[src/ctb_pkg.sv]
// ----------------------------------------------------------------------------
// ctb_pkg: shared definitions for the countdown timer bank
// Operation codes, slot modes, control state codes and the structs that
// travel between the top level and the row of timer cells.
// ----------------------------------------------------------------------------
package ctb_pkg;

   // Bank size (at most 64 so that every slot index fits the slot field).
   localparam int NUM_TIMERS = 16;

   // Field widths.
   localparam int OP_W    = 3;
   localparam int SLOT_W  = 6;
   localparam int COUNT_W = 32;
   localparam int TAG_W   = 32;

   // Operation codes.
   localparam logic [OP_W-1:0] OP_ALLOC     = 3'd0;
   localparam logic [OP_W-1:0] OP_FREE      = 3'd1;
   localparam logic [OP_W-1:0] OP_SET_COUNT = 3'd2;
   localparam logic [OP_W-1:0] OP_SET_TAG   = 3'd3;
   localparam logic [OP_W-1:0] OP_TICK      = 3'd4;
   localparam logic [OP_W-1:0] OP_SERVICE   = 3'd5;

   // Result kinds.
   localparam logic KIND_STATUS = 1'b0;
   localparam logic KIND_EXPIRY = 1'b1;

   // Per-slot mode.
   typedef enum logic [1:0] {
      MODE_FREE      = 2'd0,
      MODE_ALLOCATED = 2'd1,
      MODE_COUNTING  = 2'd2
   } mode_type;

   // Top-level control states.
   typedef enum logic [2:0] {
      ST_IDLE = 3'b001,
      ST_WALK = 3'b010,
      ST_DONE = 3'b100
   } state_type;

   // Command broadcast from the top level to every cell.
   typedef struct packed {
      logic               write;
      logic               start;
      logic               advance;
      logic [OP_W-1:0]    op;
      logic [SLOT_W-1:0]  slot;
      logic [COUNT_W-1:0] count;
      logic [TAG_W-1:0]   tag;
      logic [COUNT_W-1:0] ticks;
   } cmd_type;

   // Status handed from each cell to its neighbor.
   typedef struct packed {
      logic              free_seen;
      logic              usable;
      logic              expire;
      logic [SLOT_W-1:0] pick_slot;
      logic [TAG_W-1:0]  pick_tag;
   } chain_type;

endpackage

[src/ctb_cell.sv]
// ----------------------------------------------------------------------------
// ctb_cell: one timer slot
// Holds the mode, remaining count and tag of one slot, answers the status
// chain for allocate and addressed operations, and services its own count
// when the service token sits in it.
// ----------------------------------------------------------------------------
module ctb_cell (
   input  logic                       clock,
   input  logic                       reset,
   input  logic [ctb_pkg::SLOT_W-1:0] cell_id,
   input  ctb_pkg::cmd_type           cmd,
   input  logic                       tok_in,
   output logic                       tok_out,
   input  ctb_pkg::chain_type         chain_in,
   output ctb_pkg::chain_type         chain_out
);
   import ctb_pkg::*;

   mode_type           mode_ff, mode_in;
   logic [COUNT_W-1:0] rem_ff, rem_in;
   logic [TAG_W-1:0]   tag_ff, tag_in;
   logic               tok_ff, tok_in_nx;

   logic is_free;
   logic first_free;
   logic mine;
   logic in_use;
   logic hit;
   logic expires;

   assign is_free    = (mode_ff == MODE_FREE);
   assign first_free = is_free && !chain_in.free_seen;
   assign mine       = (cmd.slot == cell_id);
   assign in_use     = mine && !is_free;
   assign hit        = tok_ff && (mode_ff == MODE_COUNTING);
   assign expires    = hit && (rem_ff <= cmd.ticks);

   // Status chain toward the next cell. An expiring slot upstream keeps its
   // index, so a later free slot cannot take over the picked slot.
   always_comb begin
      chain_out.free_seen = chain_in.free_seen || is_free;
      chain_out.usable    = chain_in.usable || in_use;
      chain_out.expire    = chain_in.expire || expires;
      chain_out.pick_slot = (tok_ff || (first_free && !chain_in.expire)) ?
                            cell_id : chain_in.pick_slot;
      chain_out.pick_tag  = tok_ff ? tag_ff : chain_in.pick_tag;
   end

   assign tok_out = tok_ff;

   // Next state of the slot.
   always_comb begin
      mode_in   = mode_ff;
      rem_in    = rem_ff;
      tag_in    = tag_ff;
      tok_in_nx = tok_ff;
      if (cmd.start || cmd.advance) begin
         tok_in_nx = tok_in;
      end
      if (cmd.write) begin
         case (cmd.op)
            OP_ALLOC: begin
               if (first_free) begin
                  mode_in = MODE_ALLOCATED;
                  rem_in  = '0;
                  tag_in  = cmd.tag;
               end
            end
            OP_FREE: begin
               if (in_use) begin
                  mode_in = MODE_FREE;
                  rem_in  = '0;
                  tag_in  = '0;
               end
            end
            OP_SET_COUNT: begin
               if (in_use && (cmd.count != '0)) begin
                  mode_in = MODE_COUNTING;
                  rem_in  = cmd.count;
               end
            end
            OP_SET_TAG: begin
               if (in_use) begin
                  tag_in = cmd.tag;
               end
            end
            default: begin
            end
         endcase
      end
      if (cmd.advance && hit) begin
         if (expires) begin
            mode_in = MODE_ALLOCATED;
            rem_in  = '0;
         end else begin
            rem_in = rem_ff - cmd.ticks;
         end
      end
   end

   // Slot registers; only the mode and token need a reset.
   always_ff @(posedge clock) begin
      if (reset) begin
         mode_ff <= MODE_FREE;
         tok_ff  <= 1'b0;
      end else begin
         mode_ff <= mode_in;
         tok_ff  <= tok_in_nx;
      end
      rem_ff <= rem_in;
      tag_ff <= tag_in;
   end

endmodule

[src/countdown_timer_bank.sv]
// ----------------------------------------------------------------------------
// countdown_timer_bank: bank of one-shot countdown timers
// A row of timer cells with a status chain, a service token that walks the
// row, a pending-tick accumulator and a registered result word.
// ----------------------------------------------------------------------------
// Allocate, free, set count, set tag, tick and unknown operations each give
// one status word. During a service a token walks the row of cells one slot
// per cycle, each expired slot gives an expiry word as the token passes, and
// a final status word closes the service. A stall on the result side holds
// the walk. A new request word is taken only while no service is in
// progress and the result register is empty or being emptied in the same cycle.
module countdown_timer_bank (
   input  logic                        clock,
   input  logic                        reset,
   input  logic                        req_valid,
   output logic                        req_ready,
   input  logic [ctb_pkg::OP_W-1:0]    req_operation,
   input  logic [ctb_pkg::SLOT_W-1:0]  req_slot,
   input  logic [ctb_pkg::COUNT_W-1:0] req_start_count,
   input  logic [ctb_pkg::TAG_W-1:0]   req_tag_in,
   output logic                        rsp_valid,
   input  logic                        rsp_ready,
   output logic                        rsp_kind,
   output logic                        rsp_error,
   output logic [ctb_pkg::SLOT_W-1:0]  rsp_slot_out,
   output logic [ctb_pkg::TAG_W-1:0]   rsp_tag_out,
   output logic                        rsp_last
);
   import ctb_pkg::*;

   state_type          state_ff, state_in;
   logic [COUNT_W-1:0] pending_ff, pending_in;
   logic [COUNT_W-1:0] ticks_ff, ticks_in;

   logic               valid_ff, valid_in;
   logic               kind_ff, kind_in;
   logic               error_ff, error_in;
   logic [SLOT_W-1:0]  slot_ff, slot_in;
   logic [TAG_W-1:0]   tag_ff, tag_in;
   logic               last_ff, last_in;

   logic      out_free;
   logic      accept;
   cmd_type   cmd;
   chain_type chain_link [NUM_TIMERS+1];
   logic      tok_link   [NUM_TIMERS+1];
   chain_type chain_end;

   assign out_free  = !valid_ff || rsp_ready;
   assign req_ready = (state_ff == ST_IDLE) && out_free;
   assign accept    = req_valid && req_ready;

   // Command broadcast to the cells.
   always_comb begin
      cmd.write   = accept && (req_operation != OP_SERVICE);
      cmd.start   = accept && (req_operation == OP_SERVICE);
      cmd.advance = (state_ff == ST_WALK) && out_free;
      cmd.op      = req_operation;
      cmd.slot    = req_slot;
      cmd.count   = req_start_count;
      cmd.tag     = req_tag_in;
      cmd.ticks   = ticks_ff;
   end

   // Row of timer cells.
   assign chain_link[0] = '0;
   assign tok_link[0]   = cmd.start;

   for (genvar g = 0; g < NUM_TIMERS; g++) begin : g_cell
      ctb_cell u_cell (
         .clock     (clock),
         .reset     (reset),
         .cell_id   (SLOT_W'(g)),
         .cmd       (cmd),
         .tok_in    (tok_link[g]),
         .tok_out   (tok_link[g+1]),
         .chain_in  (chain_link[g]),
         .chain_out (chain_link[g+1])
      );
   end

   assign chain_end = chain_link[NUM_TIMERS];

   // Control, accumulator and result word.
   always_comb begin
      state_in   = state_ff;
      pending_in = pending_ff;
      ticks_in   = ticks_ff;
      valid_in   = valid_ff && !rsp_ready;
      kind_in    = kind_ff;
      error_in   = error_ff;
      slot_in    = slot_ff;
      tag_in     = tag_ff;
      last_in    = last_ff;
      case (state_ff)
         ST_IDLE: begin
            if (accept) begin
               if (req_operation == OP_SERVICE) begin
                  ticks_in   = pending_ff;
                  pending_in = '0;
                  state_in   = ST_WALK;
               end else begin
                  valid_in = 1'b1;
                  kind_in  = KIND_STATUS;
                  error_in = 1'b0;
                  slot_in  = '0;
                  tag_in   = '0;
                  last_in  = 1'b1;
                  case (req_operation)
                     OP_ALLOC: begin
                        error_in = !chain_end.free_seen;
                        slot_in  = chain_end.free_seen ? chain_end.pick_slot : '0;
                     end
                     OP_FREE, OP_SET_TAG: begin
                        error_in = !chain_end.usable;
                     end
                     OP_SET_COUNT: begin
                        error_in = !chain_end.usable || (req_start_count == '0);
                     end
                     OP_TICK: begin
                        if (pending_ff != '1) begin
                           pending_in = pending_ff + COUNT_W'(1);
                        end
                     end
                     default: begin
                        error_in = 1'b1;
                     end
                  endcase
               end
            end
         end
         ST_WALK: begin
            if (cmd.advance) begin
               if (chain_end.expire) begin
                  valid_in = 1'b1;
                  kind_in  = KIND_EXPIRY;
                  error_in = 1'b0;
                  slot_in  = chain_end.pick_slot;
                  tag_in   = chain_end.pick_tag;
                  last_in  = 1'b0;
               end
               if (tok_link[NUM_TIMERS]) begin
                  state_in = ST_DONE;
               end
            end
         end
         ST_DONE: begin
            if (out_free) begin
               valid_in = 1'b1;
               kind_in  = KIND_STATUS;
               error_in = 1'b0;
               slot_in  = '0;
               tag_in   = '0;
               last_in  = 1'b1;
               state_in = ST_IDLE;
            end
         end
         default: begin
            state_in = ST_IDLE;
         end
      endcase
   end

   always_ff @(posedge clock) begin
      if (reset) begin
         state_ff   <= ST_IDLE;
         pending_ff <= '0;
         valid_ff   <= 1'b0;
      end else begin
         state_ff   <= state_in;
         pending_ff <= pending_in;
         valid_ff   <= valid_in;
      end
      ticks_ff <= ticks_in;
      kind_ff  <= kind_in;
      error_ff <= error_in;
      slot_ff  <= slot_in;
      tag_ff   <= tag_in;
      last_ff  <= last_in;
   end

   assign rsp_valid    = valid_ff;
   assign rsp_kind     = kind_ff;
   assign rsp_error    = error_ff;
   assign rsp_slot_out = slot_ff;
   assign rsp_tag_out  = tag_ff;
   assign rsp_last     = last_ff;

endmodule

[config.mk]
export PLATFORM = sky130hd
export DESIGN_NAME = countdown_timer_bank
export DESIGN_NICKNAME = d
export VERILOG_FILES = /design/src/ctb_pkg.sv /design/src/ctb_cell.sv /design/src/countdown_timer_bank.sv
export SDC_FILE = /design/constraint.sdc
export NUM_CORES = 2
export LEC_CHECK = 0
export BUFFER_PORTS_ARGS = -buffer_cell sky130_fd_sc_hd__buf_2
export CORE_MARGIN = 3
export CORE_UTILIZATION = 40
export DETAILED_ROUTE_END_ITERATION = 7
export PLACE_DENSITY = 0.52
export SYNTH_ARGS = -nofsm -noshare
export SYNTH_HDL_FRONTEND = slang
export SYNTH_SLANG_ARGS = --single-unit
[constraint.sdc]
create_clock -name clock -period 11.4 [get_ports clock]
set_input_delay 0.57 -clock clock [delete_from_list [all_inputs] [get_ports clock]]
set_output_delay 0.57 -clock clock [all_outputs]
set_load 0.005 [all_outputs]
; Word level (Yosys, flattened, before mapping)
; Index checks and enable logic that the tools add are counted.
[word_totals]
reg_bits = 1181
in_bits = 77
output_inout_bits = 43
elab_cells = 919
[op_classes]
add_sub_neg = 17
magnitude_cmp = 16
n_eq_ne = 144
n_mux = 348
reduce_logical = 321
[ops]
columns = op, n
row1 = 2-to-1 mux 32 bit, 152
row2 = one-hot mux 32 bit (3 select lines), 33
row3 = <= comparator 32 bit, 16
row4 = subtractor 32 bit, 16
row5 = 2-to-1 mux 2 bit, 98
row6 = AND reduction 5 bit, 33
row7 = "inequality test 3 x 1 -> 1 bit, second input constant", 48
row8 = logical AND 1 bit, 116
row9 = "inequality test 2 x 1 -> 1 bit, second input constant", 51
row10 = one-hot mux 2 bit (3 select lines), 16
row11 = nonzero test 4 bit, 16
row12 = logical OR 1 bit, 63
row13 = zero test 1 bit, 49
row14 = "== test 6 x 4 -> 1 bit, second input constant", 8
row15 = 2-to-1 mux 6 bit, 7
row16 = nonzero test 2 bit, 18
row17 = "adder 32 x 1 -> 32 bit, second input constant", 1
row18 = "== test 2 bit, second input constant", 16
row19 = zero test 2 bit, 16
row20 = zero test 32 bit, 1
row21 = 2-to-1 mux 4 bit, 8
row22 = "inequality test 32 bit, second input constant", 1
row23 = nonzero test 32 bit, 1
row24 = 2-to-1 mux 3 bit, 9
row25 = other kinds (20), 53

; Longest topological paths before layout
[depth]
depth_word = 26
depth_mapped = 17
depth_no_buf = 16

; Cells and area by module
; Synthesis repeated with hierarchy kept, for this count alone.
[unflattened]
hier_cells = 8853
hier_area_um2 = 89171.8
[modules_own_cells]
columns = module, n_inst, cells_per_inst, area_per_inst_um2, seq_area_each_um2
row1 = ctb_cell (g_cell[13].u_cell ...), 6, 544, 5375.2, 1981.9
row2 = ctb_cell (g_cell[4].u_cell ...), 6, 521, 5272.6, 1981.9
row3 = ctb_cell (g_cell[10].u_cell ...), 3, 506, 5083.6, 1981.9
row4 = ctb_cell (g_cell[0].u_cell), 1, 531, 5266.3, 1981.9
row5 = countdown_timer_bank, 1, 414, 4768.3, 2912.8

; Worst setup path after synthesis
; No wires, ideal clock.
[synth_timing]
path_type = reg-to-reg
start = register ticks_ff[1]
end = register error_ff (netlist: rsp_error) (enable)
setup_time_ns = 0.489
arrival_time_ns = 6.474
required_ns = 10.911
slack_ns = 4.436
path_stages_with_launch = 16
n_path_buf = 1
synth_period_minus_slack_ns = 6.964
path_cell_list = edfxtp_1 -> inv_1 -> fa_1 -> a21o_1 -> a21o_1 -> a2111oi_2 -> o21ai_0 -> nand2_1 -> o211ai_1 -> a41oi_2 -> nor2_1 -> o21a_1 -> clkbuf_1 -> or2_0 -> and3_1 -> o21ai_0
[synth_via]
elab_chain_cells = 19
elab_cells_between_ends = 49
classes_between = order compare (16) / eq/ne (1) / reduce/logical (32)
[synth_rtl]
columns = element, line_no
row1 = "start, declared", countdown_timer_bank.sv:33  ; logic [COUNT_W-1:0] ticks_ff, ticks_in;
row2 = "start signal, assigned", countdown_timer_bank.sv:174  ; ticks_ff <= ticks_in;
row3 = <= comparator 32 bit, ctb_cell.sv:36  ; assign expires = hit && (rem_ff <= cmd.ticks);
row4 = logical AND 1 bit, ctb_cell.sv:36
row5 = logical OR 1 bit (14 in series), ctb_cell.sv:43  ; chain_out.expire = chain_in.expire || expires;
row6 = logical OR 1 bit (*), ctb_cell.sv:43
row7 = inequality test 2 bit (no source line) (*), n/a
row8 = AND reduction 6 bit (no source line) (*), n/a
row9 = "end signal, assigned", countdown_timer_bank.sv:176  ; error_ff <= error_in;
row10 = "end, declared", countdown_timer_bank.sv:37  ; logic error_ff, error_in;
; Mark *: on every way between the ends. The rest lies on a longest branch, timed or not.
; A chain may end at the register's enable or synchronous reset.

; Final worst setup path
[layout_timing]
start = register ticks_ff[19]
end = register tag_ff[3] (netlist: rsp_tag_out[3]) (enable)
[layout_via]
elab_chain_cells = 19
elab_cells_between_ends = 49
classes_between = order compare (16) / eq/ne (1) / reduce/logical (32)
[layout_rtl]
columns = element, line_no
row1 = <= comparator 32 bit, ctb_cell.sv:36
row2 = logical AND 1 bit, ctb_cell.sv:36
row3 = logical OR 1 bit (14 in series), ctb_cell.sv:43
row4 = logical OR 1 bit (*), ctb_cell.sv:43
row5 = inequality test 2 bit (no source line) (*), n/a
row6 = AND reduction 6 bit (no source line) (*), n/a
row7 = "end signal, assigned", countdown_timer_bank.sv:178  ; tag_ff <= tag_in;
row8 = "end, declared", countdown_timer_bank.sv:39  ; logic [TAG_W-1:0] tag_ff, tag_in;
; Marks and branches as above.

==> out/qor.csv <==
metric,value,unit
crit-path cells,inv_2 > ha_1 > nand4_1 > nor4_1 > o211ai_1 > and4_1 > o21ai_1 > buf_4 > nor2_1 > nor4b_4 > nor3b_2 > and3_1 > o21ai_4 > buf_4,
Sw Pwr,0.00278,W
Post-synth top flop,edfxtp_1,
post-CTS setup buffer count,0,
clock network power share,42.2,%
Avg WL per Cell,26.1,um
Flop pwr share,46.4,%
"CP delay by family, top",simple AND/OR/NAND/NOR gates,
Routed Antenna Nets,0,
number of enable flip-flop cells after synthesis,1095,
Num Clock Sinks,1179,
post_cts resized,0,
worst vdd ir,0.138,mV
Final period util,47.7,%
initial antenna violation count,23,
worst hold slack,0.0932,ns
later-pin clock latency in the skew report,0.83,ns
site row count,155,
"slowest stage delay, CP",0.70,ns
Via density,6.07,
Area Growth Syn to Fin,11.5,%
Slew Limit Headroom,15.7,%
RR Endpoint,rsp_tag_out[3],
CP max-delay cell,inv_2,
crit path capture type,register,
Worst EP arrival,5.90,ns
Tightest Hold Check Type,in -> reg,
final hold vios,0,
first-pass iteration count of the detailed router,6,
DIE HEIGHT,432,um
GPL Wtd Cong,0.899,
"Seq/Total Area, Yosys",47.6,%
starting density of the core,40.5,%
max cap viols,0,
CP Class,reg -> reg,
Sw Ratio,26.3,%
Synth async-reset ratio,0,%
GRT Overall Usage,26.5,%
crit path buf inv count,3,
crit-path most repeated cell,buf_4,
TritonCTS clock tree,built,
cts-stage hold buffer count,0,
grt ovf,0,
Total Neg Setup Slack,0,ns
DR iter-0 viols,5392,
dpl cells,9427,
Worst Setup Start Kind,register,
"Reg clk slew, reported paths",0.06,ns
Worst Max-Slew Pin Slew,1.26,ns
Worst Path Max Fanout,39,
CP startpoint,ticks_ff[19],
Avg Inst Size Synth,10.2,um2
status,finished clean,
Register-to-Register Path Depth,14,
Max H-tree Level,4,
worst endpoint required time,11.86,ns
number of buffers added on ports,117,
count of cell types in the netlist,101,
Worst path depth,14,
min cycle time layout,5.44,ns
max-slew violations,0,
global-route wire length before repair,370000,um
estimated wirelength of the detail-placed design,157000,um
I/O pins,120,
Final Setup Violations,0,
Root Driver,clkbuf_16,
combinational power share,11.4,%
power density over cell area,131,nW/um2
Final Non-Filler Cells,9679,
end of the critical path,rsp_tag_out[3],
fin nets,7823,
largest net degree at the start of global routing,70,
CORE AREA,179000,um2
Syn Inst Count,7123,
R2R setup slack,5.96,ns
vias in the first global route,56790,
RSZ-0062 raised after global routing,no,
start of the worst register-to-register path,ticks_ff[19],
via count,58757,
Die W,432,um
Synth Warn #,0,
clock tree buffer depth,3,
remaining routing DRC violations,0,
Die Footprint,187000,um2
Yosys reg bits,1179,
Mapped Area,72600,um2
Layout Skew,0.0470,ns
internal power,0.00779,W
TritonCTS buffer count,143,
P_leak,29.8,nW
Total Wirelength,252000,um
Power Total,0.0106,W
Peak Freq,184,MHz
layout cell share with drive strength beyond 1,8.27,%
-- synth_stat cells, drive strengths merged, types with 17 or more instances --
| cell | instances | area [um2] |
|---|---|---|
| ha | 513 | 6420 |
| clkbuf | 293 | 1100 |
| a31o | 26 | 228 |
| o311ai | 39 | 342 |
| o21a | 72 | 541 |
| o22ai | 262 | 1640 |
| nor2 | 431 | 1620 |
| nand3 | 310 | 1550 |
| edfxtp | 1095 | 32900 |
| a211oi | 45 | 343 |
| o21ai | 545 | 2730 |
| o21bai | 75 | 563 |
| nand3b | 35 | 263 |
| dfxtp | 84 | 1680 |
| nand4 | 103 | 651 |
| a31oi | 42 | 263 |
| nor2b | 80 | 500 |
| or3 | 55 | 344 |
| o211ai | 20 | 150 |
| nor3 | 153 | 771 |
| a221oi | 82 | 731 |
| mux2i | 35 | 350 |
| o31ai | 49 | 368 |
| buf | 31 | 129 |
| inv | 224 | 841 |
| a22oi | 49 | 373 |
| a211o | 17 | 149 |
| nand2b | 101 | 632 |
| a21oi | 673 | 3370 |
| and3 | 49 | 307 |
| nand2 | 477 | 1790 |
| and2 | 62 | 388 |
| a21o | 233 | 1750 |
| o211a | 36 | 360 |
| xor2 | 226 | 1980 |
| xnor2 | 229 | 2010 |
| or2 | 20 | 125 |
| nor4 | 40 | 272 |
-- worst reg2reg max path, cell delays in order, from the launching register on --
cell and delay, ns:
edfxtp_1 0.37, inv_2 0.70, ha_1 0.42, nand4_1 0.19, nor4_1 0.47, o211ai_1 0.16, and4_1 0.23, o21ai_1 0.44
buf_4 0.33, nor2_1 0.15, nor4b_4 0.40, nor3b_2 0.47, and3_1 0.28, o21ai_4 0.06, buf_4 0.33
-- state kept, by name, indices dropped and copies added, names as in the netlist --
signal / count
g_cell.u_cell.tag_ff: 512
g_cell.u_cell.tok_out: 16
rsp_error: 1
ticks_ff: 32
rsp_kind: 1
g_cell.u_cell.mode_ff: 32
state_ff: 3
rsp_tag_out: 32
pending_ff: 32
rsp_valid: 1
rsp_slot_out: 4
rsp_last: 1
g_cell.u_cell.rem_ff: 512
-- kinds of logic after synthesis --
logic type	Yosys count	share of synthesized area [%]
mux	35	0.482
flops	1179	47.6
fa+ha+maj	529	9.28
xor+xnor	455	5.49
other cells	1	0.00516
simple gates	1975	13.4
buf+inv	549	2.85
compound gates	2400	20.9
-- stage by stage --
step / util (%) / setup WS, ns / instance area [um2]
global route: 45.1 / 5.62 / 81000
global placement: 42.6 / 6.10 / 76500
finish: 45.1 / 5.96 / 81000
CTS: 45.1 / 5.95 / 81000
floorplan: - / 4.44 / 72600
detailed placement: 42.6 / 5.96 / 76500
-- how the worst min path moves through the flow --
stage / start / to / depth (start not counted)
2_1_floorplan: pending_ff[13] / ticks_ff[13] / 0
3_3_place_gp: pending_ff[13] / ticks_ff[13] / 0
3_5_place_dp: pending_ff[13] / ticks_ff[13] / 0
4_1_cts: req_valid / rsp_valid / 3
5_1_grt: req_valid / rsp_valid / 3
6_report: req_valid / rsp_valid / 3
-- cells in the final DEF (no fill, tap or decap), types with 60 or more instances in the layout --
cell type,instances
o21bai_1,75
and2_1,60
xnor2_1,229
nor3_1,142
buf_2,117
xor2_1,226
nor2_1,410
a21o_1,233
nand2b_1,101
buf_4,155
dfxtp_1,73
clkbuf_16,144
ha_1,513
nand2_1,468
edfxtp_1,1095
inv_1,214
nor2b_1,79
o21a_1,72
a21oi_1,669
a221oi_1,79
nand3_1,310
o22ai_1,262
o21ai_0,531
nand4_1,102
-- power groups by stage --
| stage | Combinational (W) | Clock [W] | Sequential (W) |
|---|---|---|---|
| floorplan | 0.000828 | 0 | 0.00499 |
| global placement | 0.00118 | 0 | 0.00500 |
| detailed placement | 0.00119 | 0 | 0.00500 |
| CTS | 0.00120 | 0.00456 | 0.00491 |
| global route | 0.00132 | 0.00471 | 0.00492 |
| finish | 0.00120 | 0.00446 | 0.00491 |
-- routing by layer --
layer	vias to the layer above	track usage, %	routed length (um)
met5	-	0	13
met4	2	12.8	13400
met3	533	3.34	14300
met2	1904	45.1	121000
met1	28821	33.3	104000
li1	27497	-	-
-- cell type report --
cell class	count	area (um2)
clock inverters	70	742
multi-input cells	5396	36400
diodes	5	12.5
well taps	2355	2950
repair buffers	272	1750
flip-flops and latches	1179	34600
clock buffers	177	3740
fillers	16899	98400
inverters	225	845
(Power assumes the default switching activity.)
